--- config.mk ---
export PLATFORM = sky130hd
export DESIGN_NAME = keyed_group_text_parser
export DESIGN_NICKNAME = d
export VERILOG_FILES = /design/src/design/kgp_pkg.sv /design/src/design/kgp_front.sv /design/src/design/kgp_queue.sv /design/src/design/kgp_back.sv /design/src/design/keyed_group_text_parser.sv
export SDC_FILE = /design/constraint.sdc
export NUM_CORES = 1
export LEC_CHECK = 0
export BUFFER_PORTS_ARGS = -buffer_cell sky130_fd_sc_hd__buf_2
export CAP_MARGIN = 20
export CORE_ASPECT_RATIO = 0.6
export CORE_UTILIZATION = 60
export DETAILED_ROUTE_END_ITERATION = 10
export GPL_ROUTABILITY_DRIVEN = 0
export HOLD_SLACK_MARGIN = 0.15
export PLACE_DENSITY_LB_ADDON = 0.25
export SYNTH_ARGS = -nofsm -noshare
export SYNTH_HDL_FRONTEND = slang
export SYNTH_SLANG_ARGS = --single-unit
export TNS_END_PERCENT = 100
--- constraint.sdc ---
create_clock -name clk -period 5.2 [get_ports clk]
set_input_delay 0 -clock clk [delete_from_list [all_inputs] [get_ports clk]]
set_output_delay 0 -clock clk [all_outputs]
set_load 0.01 [all_outputs]
--- src/design/kgp_pkg.sv ---
// Package for the keyed group text parser.
// Holds the word types, state codes, event codes and character constants
// shared by the front, queue, back and checker files.
package kgp_pkg;

  localparam int LINE_BITS = 16;
  localparam int QDEPTH    = 4;

  typedef enum logic [3:0] {
    EV_NAME_CHAR   = 4'd0,
    EV_GROUP_OPEN  = 4'd1,
    EV_KEY_CHAR    = 4'd2,
    EV_KEY_END     = 4'd3,
    EV_CAST_CHAR   = 4'd4,
    EV_VALUE_CHAR  = 4'd5,
    EV_ENTRY_DONE  = 4'd6,
    EV_GROUP_CLOSE = 4'd7,
    EV_ERROR       = 4'd8
  } kgp_ev_t;

  typedef enum logic [2:0] {
    LX_NORMAL = 3'd0,
    LX_SLASH  = 3'd1,
    LX_LINE   = 3'd2,
    LX_BLOCK  = 3'd3,
    LX_STAR   = 3'd4,
    LX_QUOTE  = 3'd5
  } kgp_lex_t;

  typedef enum logic [3:0] {
    PH_NAME_START = 4'd0,
    PH_NAME       = 4'd1,
    PH_OPEN       = 4'd2,
    PH_KEY_START  = 4'd3,
    PH_KEY        = 4'd4,
    PH_EQ         = 4'd5,
    PH_CAST_START = 4'd6,
    PH_CAST       = 4'd7,
    PH_VAL_START  = 4'd8,
    PH_VAL        = 4'd9,
    PH_SEMI       = 4'd10
  } kgp_phase_t;

  localparam logic [7:0] CH_LBRACE = 8'h7B;
  localparam logic [7:0] CH_EQUAL  = 8'h3D;
  localparam logic [7:0] CH_SEMI   = 8'h3B;
  localparam logic [7:0] CH_RBRACE = 8'h7D;
  localparam logic [7:0] CH_QUOTE  = 8'h22;
  localparam logic [7:0] CH_LPAREN = 8'h28;
  localparam logic [7:0] CH_RPAREN = 8'h29;
  localparam logic [7:0] CH_UNDER  = 8'h5F;
  localparam logic [7:0] CH_MINUS  = 8'h2D;
  localparam logic [7:0] CH_STAR   = 8'h2A;
  localparam logic [7:0] CH_SLASH  = 8'h2F;
  localparam logic [7:0] CH_NL     = 8'h0A;

  typedef struct packed {
    logic [7:0] in_byte;
    logic       end_of_file;
  } kgp_in_t;

  typedef struct packed {
    kgp_ev_t     event_res;
    logic [7:0]  char_out;
    logic [15:0] line_number;
    logic        last;
  } kgp_out_t;

  // Results of one byte: one or two events sharing a line number.
  typedef struct packed {
    logic        two;
    kgp_ev_t     ev0;
    logic [7:0]  ch0;
    kgp_ev_t     ev1;
    logic [7:0]  ch1;
    logic [15:0] line;
  } kgp_bundle_t;

  typedef struct packed {
    logic full;
    logic empty;
  } kgp_qstat_t;

endpackage

--- src/design/kgp_front.sv ---
// Front part: lexer and parser state machine, one byte per cycle while accepted.
// Produces a bundle of up to two events per byte; uses kgp_pkg.
module kgp_front (
  input  logic                 clk,
  input  logic                 rst_n,
  input  logic                 accept,
  input  kgp_pkg::kgp_in_t     in_word,
  output logic                 q_push,
  output kgp_pkg::kgp_bundle_t q_bundle
);

  localparam int LINE_W = (kgp_pkg::LINE_BITS > 16) ? kgp_pkg::LINE_BITS : 16;

  typedef struct packed {
    kgp_pkg::kgp_phase_t phase;
    logic                tok;
    logic                stopped;
    logic                to_quote;
  } pst_t;

  typedef struct packed {
    pst_t             st;
    logic             ev_v;
    kgp_pkg::kgp_ev_t ev;
    logic [7:0]       ch;
  } pout_t;

  function automatic logic is_space(logic [7:0] c);
    return (c == 8'h20) || (c >= 8'h09 && c <= 8'h0D);
  endfunction

  function automatic logic is_alpha(logic [7:0] c);
    return (c >= 8'h41 && c <= 8'h5A) || (c >= 8'h61 && c <= 8'h7A);
  endfunction

  function automatic logic is_digit(logic [7:0] c);
    return c >= 8'h30 && c <= 8'h39;
  endfunction

  function automatic logic is_word(logic [7:0] c);
    return is_alpha(c) || (c == kgp_pkg::CH_UNDER);
  endfunction

  function automatic pout_t emit(pout_t o, kgp_pkg::kgp_ev_t ev, logic [7:0] ch);
    pout_t r;
    r      = o;
    r.ev_v = 1'b1;
    r.ev   = ev;
    r.ch   = ch;
    return r;
  endfunction

  function automatic pout_t fail(pout_t o);
    pout_t r;
    r            = emit(o, kgp_pkg::EV_ERROR, 8'h00);
    r.st.stopped = 1'b1;
    return r;
  endfunction

  function automatic pout_t value_atom(pout_t o, logic [7:0] c);
    pout_t r;
    r = o;
    if (c == kgp_pkg::CH_QUOTE && !o.st.tok) begin
      r.st.to_quote = 1'b1;
    end else if (c == kgp_pkg::CH_SEMI) begin
      r          = emit(o, kgp_pkg::EV_ENTRY_DONE, 8'h00);
      r.st.phase = kgp_pkg::PH_KEY_START;
    end else if (is_alpha(c) || is_digit(c) || c == kgp_pkg::CH_MINUS ||
                 c == kgp_pkg::CH_UNDER) begin
      r        = emit(o, kgp_pkg::EV_VALUE_CHAR, c);
      r.st.tok = 1'b1;
    end else if (is_space(c)) begin
      r.st.phase = kgp_pkg::PH_SEMI;
    end else begin
      r = fail(o);
    end
    return r;
  endfunction

  function automatic pout_t parse_atom(pst_t s, logic [7:0] c);
    pout_t o;
    logic  sp;
    o.st          = s;
    o.st.to_quote = 1'b0;
    o.ev_v        = 1'b0;
    o.ev          = kgp_pkg::EV_NAME_CHAR;
    o.ch          = 8'h00;
    sp            = is_space(c);
    unique case (s.phase)
      kgp_pkg::PH_NAME_START: begin
        if (!sp) begin
          if (is_word(c)) begin
            o          = emit(o, kgp_pkg::EV_NAME_CHAR, c);
            o.st.phase = kgp_pkg::PH_NAME;
          end else begin
            o = fail(o);
          end
        end
      end
      kgp_pkg::PH_NAME: begin
        if (is_word(c)) begin
          o = emit(o, kgp_pkg::EV_NAME_CHAR, c);
        end else begin
          o.st.tok   = sp;
          o.st.phase = kgp_pkg::PH_OPEN;
        end
      end
      kgp_pkg::PH_OPEN: begin
        if (c == kgp_pkg::CH_LBRACE) begin
          o          = emit(o, kgp_pkg::EV_GROUP_OPEN, 8'h00);
          o.st.phase = kgp_pkg::PH_KEY_START;
          o.st.tok   = 1'b0;
        end else if (sp) begin
          o.st.tok = 1'b0;
        end else begin
          o = fail(o);
        end
      end
      kgp_pkg::PH_KEY_START: begin
        if (!sp) begin
          if (c == kgp_pkg::CH_RBRACE) begin
            o          = emit(o, kgp_pkg::EV_GROUP_CLOSE, 8'h00);
            o.st.phase = kgp_pkg::PH_NAME_START;
          end else if (is_word(c)) begin
            o          = emit(o, kgp_pkg::EV_KEY_CHAR, c);
            o.st.phase = kgp_pkg::PH_KEY;
          end else if (c == kgp_pkg::CH_EQUAL) begin
            o          = emit(o, kgp_pkg::EV_KEY_END, 8'h00);
            o.st.phase = kgp_pkg::PH_CAST_START;
          end else begin
            o = fail(o);
          end
        end
      end
      kgp_pkg::PH_KEY: begin
        if (is_word(c)) begin
          o = emit(o, kgp_pkg::EV_KEY_CHAR, c);
        end else if (sp) begin
          o          = emit(o, kgp_pkg::EV_KEY_END, 8'h00);
          o.st.phase = kgp_pkg::PH_EQ;
        end else if (c == kgp_pkg::CH_EQUAL) begin
          o          = emit(o, kgp_pkg::EV_KEY_END, 8'h00);
          o.st.phase = kgp_pkg::PH_CAST_START;
        end else begin
          o = fail(o);
        end
      end
      kgp_pkg::PH_EQ: begin
        if (!sp) begin
          if (c == kgp_pkg::CH_EQUAL) o.st.phase = kgp_pkg::PH_CAST_START;
          else o = fail(o);
        end
      end
      kgp_pkg::PH_CAST_START: begin
        if (!sp) begin
          if (c == kgp_pkg::CH_LPAREN) begin
            o.st.phase = kgp_pkg::PH_CAST;
          end else begin
            o.st.phase = kgp_pkg::PH_VAL;
            o.st.tok   = 1'b0;
            o          = value_atom(o, c);
          end
        end
      end
      kgp_pkg::PH_CAST: begin
        if (c == kgp_pkg::CH_RPAREN) o.st.phase = kgp_pkg::PH_VAL_START;
        else o = emit(o, kgp_pkg::EV_CAST_CHAR, c);
      end
      kgp_pkg::PH_VAL_START: begin
        o.st.phase = kgp_pkg::PH_VAL;
        o.st.tok   = 1'b0;
        if (!sp) o = value_atom(o, c);
      end
      kgp_pkg::PH_VAL: begin
        o = value_atom(o, c);
      end
      kgp_pkg::PH_SEMI: begin
        if (!sp) begin
          if (c == kgp_pkg::CH_SEMI) begin
            o          = emit(o, kgp_pkg::EV_ENTRY_DONE, 8'h00);
            o.st.phase = kgp_pkg::PH_KEY_START;
          end else begin
            o = fail(o);
          end
        end
      end
      default: o = fail(o);
    endcase
    return o;
  endfunction

  kgp_pkg::kgp_lex_t   lex_r, lex_nxt;
  kgp_pkg::kgp_phase_t phase_r, phase_nxt;
  logic                tok_r, tok_nxt;
  logic                stopped_r, stopped_nxt;
  logic                prev_sp_r, prev_sp_nxt;
  logic [kgp_pkg::LINE_BITS-1:0] line_r, line_nxt;

  pst_t        st0, st1, st2;
  pout_t       pa, pb;
  logic [7:0]  c;
  logic        a_take, b_take, norm, prev_a;
  logic        x_v;
  kgp_pkg::kgp_ev_t x_ev;
  logic [7:0]  x_ch;
  logic        a_res;
  logic [LINE_W-1:0] line_ext;
  logic [15:0] line_sat;

  assign c = in_word.in_byte;

  always_comb begin
    st0         = '{phase: phase_r, tok: tok_r, stopped: stopped_r, to_quote: 1'b0};
    st1         = st0;
    lex_nxt     = lex_r;
    prev_sp_nxt = prev_sp_r;
    line_nxt    = line_r;
    a_take      = 1'b0;
    b_take      = 1'b0;
    norm        = 1'b0;
    x_v         = 1'b0;
    x_ev        = kgp_pkg::EV_ERROR;
    x_ch        = 8'h00;
    pa          = parse_atom(st0, kgp_pkg::CH_SLASH);
    if (!stopped_r) begin
      if (in_word.end_of_file) begin
        if (lex_r == kgp_pkg::LX_SLASH) begin
          a_take      = 1'b1;
          st1         = pa.st;
          prev_sp_nxt = 1'b0;
        end
        if (!st1.stopped && !(st1.phase == kgp_pkg::PH_NAME_START ||
                              st1.phase == kgp_pkg::PH_NAME ||
                              (st1.phase == kgp_pkg::PH_OPEN && st1.tok))) begin
          x_v = 1'b1;
        end
        st1.stopped = 1'b1;
        lex_nxt     = kgp_pkg::LX_NORMAL;
      end else begin
        if (c == kgp_pkg::CH_NL && line_r != '1) begin
          line_nxt = line_r + 1'b1;
        end
        unique case (lex_r)
          kgp_pkg::LX_NORMAL: norm = 1'b1;
          kgp_pkg::LX_SLASH: begin
            if (c == kgp_pkg::CH_SLASH) begin
              lex_nxt = kgp_pkg::LX_LINE;
            end else if (c == kgp_pkg::CH_STAR) begin
              lex_nxt = kgp_pkg::LX_BLOCK;
            end else begin
              a_take      = 1'b1;
              st1         = pa.st;
              lex_nxt     = kgp_pkg::LX_NORMAL;
              prev_sp_nxt = 1'b0;
              norm        = !pa.st.stopped;
            end
          end
          kgp_pkg::LX_LINE: begin
            if (c == kgp_pkg::CH_NL) lex_nxt = kgp_pkg::LX_NORMAL;
          end
          kgp_pkg::LX_BLOCK: begin
            if (c == kgp_pkg::CH_STAR) lex_nxt = kgp_pkg::LX_STAR;
          end
          kgp_pkg::LX_STAR: begin
            lex_nxt = (c == kgp_pkg::CH_SLASH) ? kgp_pkg::LX_NORMAL : kgp_pkg::LX_BLOCK;
          end
          kgp_pkg::LX_QUOTE: begin
            if (c == kgp_pkg::CH_QUOTE) begin
              lex_nxt   = kgp_pkg::LX_NORMAL;
              st1.phase = kgp_pkg::PH_SEMI;
            end else begin
              x_v  = 1'b1;
              x_ev = kgp_pkg::EV_VALUE_CHAR;
              x_ch = c;
            end
          end
          default: lex_nxt = kgp_pkg::LX_NORMAL;
        endcase
      end
    end

    // second atom: the byte itself through whitespace folding
    prev_a = a_take ? 1'b0 : prev_sp_r;
    if (norm) begin
      if (c == kgp_pkg::CH_SLASH) begin
        lex_nxt = kgp_pkg::LX_SLASH;
      end else if (is_space(c)) begin
        if (!prev_a) begin
          prev_sp_nxt = 1'b1;
          b_take      = 1'b1;
        end
      end else begin
        prev_sp_nxt = 1'b0;
        b_take      = 1'b1;
      end
    end
    pb  = parse_atom(st1, c);
    st2 = st1;
    if (b_take) begin
      st2  = pb.st;
      x_v  = pb.ev_v;
      x_ev = pb.ev;
      x_ch = pb.ch;
      if (pb.st.to_quote) lex_nxt = kgp_pkg::LX_QUOTE;
    end
    phase_nxt   = st2.phase;
    tok_nxt     = st2.tok;
    stopped_nxt = st2.stopped;
  end

  assign line_ext = LINE_W'(line_nxt);
  assign line_sat = (line_ext > LINE_W'(16'hFFFF)) ? 16'hFFFF : line_ext[15:0];
  assign a_res    = a_take && pa.ev_v;

  always_comb begin
    q_bundle.line = line_sat;
    if (a_res) begin
      q_bundle.two = x_v;
      q_bundle.ev0 = pa.ev;
      q_bundle.ch0 = pa.ch;
      q_bundle.ev1 = x_ev;
      q_bundle.ch1 = x_ch;
    end else begin
      q_bundle.two = 1'b0;
      q_bundle.ev0 = x_ev;
      q_bundle.ch0 = x_ch;
      q_bundle.ev1 = x_ev;
      q_bundle.ch1 = x_ch;
    end
  end

  assign q_push = accept && (a_res || x_v);

  always_ff @(posedge clk) begin
    if (!rst_n) begin
      lex_r     <= kgp_pkg::LX_NORMAL;
      phase_r   <= kgp_pkg::PH_NAME_START;
      tok_r     <= 1'b0;
      stopped_r <= 1'b0;
      prev_sp_r <= 1'b1;
      line_r    <= kgp_pkg::LINE_BITS'(1);
    end else if (accept) begin
      lex_r     <= lex_nxt;
      phase_r   <= phase_nxt;
      tok_r     <= tok_nxt;
      stopped_r <= stopped_nxt;
      prev_sp_r <= prev_sp_nxt;
      line_r    <= line_nxt;
    end
  end

endmodule

--- src/design/kgp_queue.sv ---
// Short register queue of event bundles between front and back.
// Uses kgp_pkg for the bundle type and depth.
module kgp_queue (
  input  logic                 clk,
  input  logic                 rst_n,
  input  logic                 push,
  input  kgp_pkg::kgp_bundle_t wdata,
  input  logic                 pop,
  output kgp_pkg::kgp_bundle_t head,
  output kgp_pkg::kgp_qstat_t  stat
);

  localparam int PW = $clog2(kgp_pkg::QDEPTH);
  localparam int CW = $clog2(kgp_pkg::QDEPTH + 1);

  kgp_pkg::kgp_bundle_t mem_r [kgp_pkg::QDEPTH];
  logic [PW-1:0] wp_r, wp_nxt, rp_r, rp_nxt;
  logic [CW-1:0] cnt_r, cnt_nxt;
  logic          do_push, do_pop;

  assign stat.full  = (cnt_r == CW'(kgp_pkg::QDEPTH));
  assign stat.empty = (cnt_r == '0);
  assign do_push    = push && !stat.full;
  assign do_pop     = pop && !stat.empty;
  assign head       = mem_r[rp_r];

  always_comb begin
    wp_nxt  = do_push ? PW'(wp_r + 1'b1) : wp_r;
    rp_nxt  = do_pop ? PW'(rp_r + 1'b1) : rp_r;
    cnt_nxt = cnt_r;
    if (do_push && !do_pop) cnt_nxt = cnt_r + 1'b1;
    else if (do_pop && !do_push) cnt_nxt = cnt_r - 1'b1;
  end

  always_ff @(posedge clk) begin
    if (!rst_n) begin
      wp_r  <= '0;
      rp_r  <= '0;
      cnt_r <= '0;
    end else begin
      wp_r  <= wp_nxt;
      rp_r  <= rp_nxt;
      cnt_r <= cnt_nxt;
    end
  end

  always_ff @(posedge clk) begin
    if (do_push) mem_r[wp_r] <= wdata;
  end

endmodule

--- src/design/kgp_back.sv ---
// Back part: walks the head bundle one event per word and marks the last one.
// Uses kgp_pkg types.
module kgp_back (
  input  logic                 clk,
  input  logic                 rst_n,
  input  kgp_pkg::kgp_bundle_t head,
  input  kgp_pkg::kgp_qstat_t  qstat,
  input  logic                 pop,
  output logic                 q_pop,
  output logic                 empty,
  output kgp_pkg::kgp_out_t    out_word
);

  logic idx_r, idx_nxt;
  logic is_last, take;

  assign empty   = qstat.empty;
  assign is_last = !head.two || idx_r;
  assign take    = pop && !qstat.empty;
  assign q_pop   = take && is_last;

  always_comb begin
    out_word.event_res   = idx_r ? head.ev1 : head.ev0;
    out_word.char_out    = idx_r ? head.ch1 : head.ch0;
    out_word.line_number = head.line;
    out_word.last        = is_last;
    idx_nxt              = idx_r;
    if (take) idx_nxt = !is_last;
  end

  always_ff @(posedge clk) begin
    if (!rst_n) idx_r <= 1'b0;
    else idx_r <= idx_nxt;
  end

endmodule

--- src/design/keyed_group_text_parser.sv ---
// Keyed group text parser: one text byte per cycle in unless full, one event word
// per cycle out while popped and not empty. A byte's events enter the bundle queue
// when it is accepted. Throughput: one byte per cycle unless full; each byte yields
// 0 to 2 words, drained one per pop by the back part; a 4-entry bundle queue
// separates the two sides. Reset: synchronous, active low; parser back to awaiting
// a group name, line 1, queue empty.
module keyed_group_text_parser (
  input  logic              clk,
  input  logic              rst_n,
  input  logic              push,
  output logic              full,
  input  kgp_pkg::kgp_in_t  in_word,
  output logic              empty,
  input  logic              pop,
  output kgp_pkg::kgp_out_t out_word
);

  kgp_pkg::kgp_bundle_t fr_bundle, q_head;
  kgp_pkg::kgp_qstat_t  qstat;
  logic                 fr_push, q_pop, accept;

  assign full   = qstat.full;
  assign accept = push && !qstat.full;

  kgp_front u_front (
    .clk      (clk),
    .rst_n    (rst_n),
    .accept   (accept),
    .in_word  (in_word),
    .q_push   (fr_push),
    .q_bundle (fr_bundle)
  );

  kgp_queue u_queue (
    .clk   (clk),
    .rst_n (rst_n),
    .push  (fr_push),
    .wdata (fr_bundle),
    .pop   (q_pop),
    .head  (q_head),
    .stat  (qstat)
  );

  kgp_back u_back (
    .clk      (clk),
    .rst_n    (rst_n),
    .head     (q_head),
    .qstat    (qstat),
    .pop      (pop),
    .q_pop    (q_pop),
    .empty    (empty),
    .out_word (out_word)
  );

endmodule

==> results of run 1 <==
## cells in the mapped netlist (5+ instances only)
master / number / area share [%]
nand3_1: 17 / 0.84
xnor2_1: 17 / 1.5
o22ai_1: 10 / 0.62
buf_1: 5 / 0.18
o211ai_1: 7 / 0.52
and2_1: 17 / 1.0
inv_1: 14 / 0.52
nor4_1: 6 / 0.37
o21ai_0: 40 / 2.0
clkbuf_1: 24 / 0.89
buf_2: 15 / 0.74
mux2_2: 13 / 1.4
nor2_1: 48 / 1.8
a21oi_1: 25 / 1.2
xor2_1: 13 / 1.1
a211oi_1: 6 / 0.44
o31ai_1: 7 / 0.52
a31oi_1: 10 / 0.62
nand4_1: 7 / 0.43
mux4_2: 41 / 9.1
or2_2: 6 / 0.37
edfxtp_1: 164 / 49
nand2b_1: 8 / 0.49
nor3_1: 28 / 1.4
nor2b_1: 7 / 0.43
nand2_1: 55 / 2.0
dfxtp_1: 36 / 7.1
ha_1: 6 / 0.74
buf_6: 5 / 0.55
or3_1: 18 / 1.1
a21boi_0: 10 / 0.74
## sequential cells by signal, indices dropped and copies added, names as in the netlist, named ones only
signal and flops:
u_front.phase_r 4, u_queue.cnt_r 3, u_front.prev_sp_r 1, u_back.idx_r 1, u_queue.rp_r 2, u_front.stopped_r 1, u_queue.wp_r 2, u_front.line_r 16
u_front.tok_r 1, u_front.lex_r 3, u_queue.mem_r 164
## cell type report
cell class,instances,area (sq um)
sequential,200,5650
tap,228,285
multi-input combinational,522,4210
fill,1161,5220
inverter,14,52.6
timing repair buffer,64,395
clock buffer,19,443
clock inverter,13,146
## stage by stage
stage / util, % / power (W) / hold WS (ns)
finish: 68.2 / 0.00449 / 0.165
global route: 68.2 / 0.00466 / 0.197
CTS: 68.2 / 0.00449 / 0.159
detailed placement: 64.0 / 0.00318 / 0.435
global placement: 64.0 / 0.00315 / 0.401
floorplan: - / 0.00287 / 0.240
## layer usage
layer,up-vias,global-route usage (%)
met3,74,8.79
met5,-,0.815
met1,3419,40.7
li1,3130,-
met4,0,9.42
met2,440,41.2
## worst paths after layout
kind	from	slack, ns	to
max	u_front.phase_r[0]	0.60	u_queue.cnt_r[2]
min reg2reg	u_queue.wp_r[1]	0.51	u_queue.wp_r[1]
min	in_word[1]	0.17	u_queue.mem_r[2][16]
max reg2reg	u_front.phase_r[0]	0.60	u_queue.cnt_r[2]
## tightest hold or removal path: stages
cell and delay (ns):
buf_2 0.17, o211ai_1 0.16, inv_1 0.10
## where the power goes
part / switching (W) / internal (W) / total [W]
Sequential: 0.0000916 / 0.00187 / 0.00196
Combinational: 0.000700 / 0.000517 / 0.00122
Clock: 0.000651 / 0.000658 / 0.00131
## cells by family (layout without fill, tap and decap cells)
kind of cell | count (synthesis) | after routing
XOR/XNOR | 30 | 30
buffers and inverters | 64 | 110
multiplexers | 58 | 58
AO/OA/AOI/OAI | 162 | 162
flip-flops | 200 | 200
adder cells (fa/ha/maj) | 7 | 7
AND/OR/NAND/NOR | 265 | 265
## timing repair
action                                 CTS  global route
endpoints found under the hold margin   38             0
gates resized for setup                  0             0
hold buffers                             9             0
==> results.json, run 1 <==
{
  "fp.coreArea_sq_um": 16400,
  "async_flop_share_pct": 0,
  "path_cells": "or4b_1 -> a31oi_1 -> o211ai_2 -> a221o_1 -> nor2_1 -> o21ai_0 -> nor4b_4 -> nor2_4 -> ha_1 -> inv_1 -> fa_1 -> xor2_1 -> or3_1 -> a21boi_0",
  "critPathSlowestCell": "dfxtp_1",
  "synth_edf_count": 164,
  "grtUsageTotal_pct": 28.3,
  "dp_hpwl_microns": 15500,
  "drt-initial-drc-count": 1321,
  "viasPerCell": 6.66,
  "clkSinkCount": 200,
  "finalNonFillerCells": 1060,
  "fin_crit_sh_pct": 88.5,
  "critPathKind": "reg -> reg",
  "fmax_mhz": 217,
  "final_cell_mix": "edfxtp_1, nand2_1, nor2_1",
  "cts_root_buffer": "clkbuf_16",
  "ios": 44,
  "crit_cells": 14,
  "min_path_cells": 3,
  "hold_path.class": "in -> reg",
  "yosys_warnings": 0,
  "diodes": 0,
  "wl_met1_microns": 10400,
  "placed_area_sq_um": 10500,
  "hold_violations": 0,
  "dpl_worst_slack_ns": 0.687,
  "vias": 7063,
  "cp_top_family": "simple AND/OR/NAND/NOR gates",
  "final_nets": 839,
  "drive_above_1_share_pct": 23.1,
  "rsz0062_at_grt": "no",
  "drc_errors": 0,
  "layout_commonest_cell": "edfxtp_1",
  "initial_core_util_pct": 61.9,
  "die_h_microns": 103,
  "drv_cap": 0,
  "synth_top_family_by_area": "simple AND/OR/NAND/NOR gates",
  "postRouteAntennaNets": 0,
  "syn_area_sq_um": 10100,
  "highest_layer": "met4",
  "cts-htree-levels": 4,
  "slowest_delay_ns": 0.69,
  "fin_area_sq_um": 11200,
  "dp.cells": 1019,
  "postCtsSetupRepairBufs": 0,
  "wl_met3_microns": 2860,
  "dr_wl_met2_microns": 10200,
  "fin_setup_tns_ns": 0,
  "avgSynthCellArea_sq_um": 12.9,
  "ys_seq_area_share_pct": 55.6,
  "max_slew.worst_pin.slew_ns": 0.933,
  "worst-path-buf-inv": 1,
  "arrival_ns": 4.96,
  "antenna_found_initial": 0,
  "die_w_microns": 170,
  "synth_xor_area_share_pct": 2.59,
  "cts.path.max_buffers": 2,
  "io_buffers": 43,
  "synth-compound-area-share_pct": 11.7,
  "post_synth_inst_count": 786,
  "finClkSkew_ns": 0.0195,
  "overflow": 0,
  "leakage_nw": 3.72,
  "min_period_ns": 4.60,
  "maxSlewHeadroom_pct": 37.2,
  "ys.flop_type": "edfxtp_1",
  "cellPowerDensity_nw_per_um2": 402,
  "synthDistinctLibCells": 93,
  "critPathCaptureType": "register",
  "wirelength_microns": 24000,
  "path_clk_slew_ns": 0.08,
  "clock_latency_ns": 0.44,
  "area_delta_synth_final_pct": 10.1,
  "tritoncts": "done",
  "cp-start-kind": "register",
  "crit_fanout": 19,
  "cts_buffers": 17,
  "setup_ws_ns": 0.597,
  "dieArea_sq_um": 17500,
  "wl_per_cell_microns": 22.6,
  "dr.pass1.iters": 11,
  "grt_pass1_vias": 6699,
  "num_rows": 36,
  "worstPathRequired_ns": 5.56,
  "synthAdderAreaFrac_pct": 0.937,
  "status": "complete, no violations",
  "grt_max_degree": 42,
  "synth-seq-cells": 200,
  "setup_viol": 0,
  "grt_pass1_wl_microns": 37100,
  "ir_drop_mv": 0.281,
  "slew_violations": 0,
  "synth_nets": 806,
  "synthSimpleGateAreaFrac_pct": 15.2,
  "synthMuxAreaShare_pct": 10.9,
  "rr_worst_depth": 14
}
Note: power is estimated with default switching activity, not from simulation.
==> inputs of run 2 (changes only) <==
Settings changed: CELL_PAD_IN_SITES_DETAIL_PLACEMENT set to 0, CELL_PAD_IN_SITES_GLOBAL_PLACEMENT set to 2, CORE_UTILIZATION 60 to 44.
==> run 2 against run 1 <==
Cell area grew 1.7%. Clock skew shrank 0.0076 ns. Global-route usage shrank 5.3 points. Die area grew 36%. Highest routed layer unchanged.
==> results.json, run 2 (synthesis gave the netlist of run 1 again) <==
{
  "status": "complete, no violations",
  "vias": 6966,
  "wl_met3_microns": 2630,
  "ir_drop_mv": 0.358,
  "cts-htree-levels": 4,
  "worstSetupStartpoint": "u_front.stopped_r",
  "dr.pass1.iters": 6,
  "cts_hold_buffers": 9,
  "r2r-start": "u_front.stopped_r",
  "die_h_microns": 120,
  "path_common_cell": "or2_1",
  "cts_buffers": 17,
  "maxSlewHeadroom_pct": 23.8,
  "clkSinkCount": 200,
  "drive_above_1_share_pct": 23.4,
  "initial_core_util_pct": 45.4,
  "hold_violations": 0,
  "top_register": "u_queue.mem_r",
  "placed_area_sq_um": 10700,
  "reg.largest.list": "u_queue.mem_r x164, u_front.line_r x16, u_front.phase_r x4",
  "grtUsageTotal_pct": 23.1,
  "antenna_found_initial": 0,
  "crit_fanout": 12,
  "die_w_microns": 198,
  "rsz0062_at_grt": "no",
  "wl_per_cell_microns": 23.0,
  "ios": 44,
  "wl_met1_microns": 13000,
  "postCtsSetupRepairBufs": 0,
  "layout_commonest_cell": "edfxtp_1",
  "cellPowerDensity_nw_per_um2": 401,
  "grt_max_degree": 42,
  "cts_resized": 0,
  "highest_layer": "met4",
  "cts.path.max_buffers": 2,
  "tritoncts": "done",
  "cts_root_buffer": "clkbuf_16",
  "wirelength_microns": 26300,
  "diodes": 0,
  "fin_setup_tns_ns": 0,
  "dieArea_sq_um": 23700,
  "fillers": 1893,
  "path_clk_slew_ns": 0.08,
  "grt_pass1_vias": 6439,
  "io_buffers": 43,
  "fp.coreArea_sq_um": 22300,
  "worst-path-buf-inv": 1,
  "path_cells": "or4b_1 -> or2_1 -> o31ai_2 -> or2_1 -> a32oi_1 -> o21ai_1 -> nor4b_4 -> nor2_4 -> ha_1 -> inv_1 -> fa_1 -> xor2_1 -> or3_1 -> a21boi_0",
  "slew_violations": 0,
  "critPathKind": "reg -> reg",
  "fmax_mhz": 222,
  "setup_viol": 0,
  "min_period_ns": 4.51,
  "drc_errors": 0,
  "hold_path.class": "in -> reg",
  "dp_hpwl_microns": 18300,
  "overflow": 0,
  "leakage_nw": 3.77,
  "clock_latency_ns": 0.44,
  "slowest_delay_ns": 0.69,
  "largest_reg_flops": 164,
  "holdCritStartpoint": "in_word[3]",
  "arrival_ns": 4.87,
  "viasPerCell": 6.09,
  "worstPathRequired_ns": 5.55,
  "power.total_w": 0.00456,
  "critPathCaptureType": "register",
  "num_rows": 42,
  "cp-start-kind": "register",
  "grt_pass1_wl_microns": 39900,
  "critPathSlowestCell": "or4b_1",
  "drt-initial-drc-count": 823,
  "final_nets": 844,
  "fin_area_sq_um": 11400,
  "whs_ns": 0.186,
  "final_cell_mix": "edfxtp_1, nand2_1, nor2_1",
  "area_delta_synth_final_pct": 12.0,
  "dr_wl_met2_microns": 10400,
  "postRouteAntennaNets": 0,
  "drv_cap": 0,
  "fin_crit_sh_pct": 86.8,
  "finClkSkew_ns": 0.0120,
  "cp_top_family": "simple AND/OR/NAND/NOR gates",
  "max_slew.worst_pin.slew_ns": 1.14
}
## run 2: cell count changes in the layout (fill, tap and decap cells not counted), sizes merged
cell      before  now
clkinvlp       2    1
clkbuf        19   17
bufinv         0    2
inv           21   20
clkinv         4    5
buf           55   60
## run 2: metrics by stage
step / instances / utilization [%] / worst slack [ns]
after floorplan: 786 / - / 1.41
after global placement: 1103 / 47.8 / 0.984
after detailed placement: 1104 / 47.8 / 0.821
after CTS: 1144 / 50.9 / 0.766
after global routing: 1144 / 50.9 / 0.428
final: 1144 / 50.9 / 0.687
## run 2: worst paths after layout
| check | to | slack (ns) | depth (start not counted) |
|---|---|---|---|
| worst max-delay path | u_queue.cnt_r[2] | 0.69 | 14 |
| worst min-delay path | u_queue.mem_r[2][18] | 0.19 | 3 |
| worst max register to register | u_queue.cnt_r[2] | 0.69 | 14 |
| worst min register to register | u_front.line_r[9] | 0.51 | 2 |
## run 2: layout make-up
cell class                      instances  area [sq um]  share of cell area [%]
Inverter                               14          52.6                   0.462
Tap cell                              308           385                    3.39
Timing Repair Buffer                   69           480                    4.23
Multi-Input combinational cell        522          4210                    37.0
Clock inverter                         14           164                    1.44
Sequential cell                       200          5650                    49.7
Clock buffer                           17           425                    3.74
## run 2: worst min-delay path, cell delays in order
cell	delay, ns
buf_2	0.18
o31ai_1	0.16
inv_1	0.10
## run 2: layer usage
metal / vias to the layer above / global-route usage, %
li1: 3123 / -
met1: 3482 / 37.6
met2: 335 / 29.1
met3: 26 / 7.00
met4: 0 / 5.18
met5: - / 0
## run 2: report_power, final
part	switching, W	internal [W]	total (W)
Sequential	0.0000924	0.00187	0.00196
Combinational	0.000730	0.000530	0.00126
Clock	0.000615	0.000720	0.00133
Total	0.00144	0.00312	0.00456
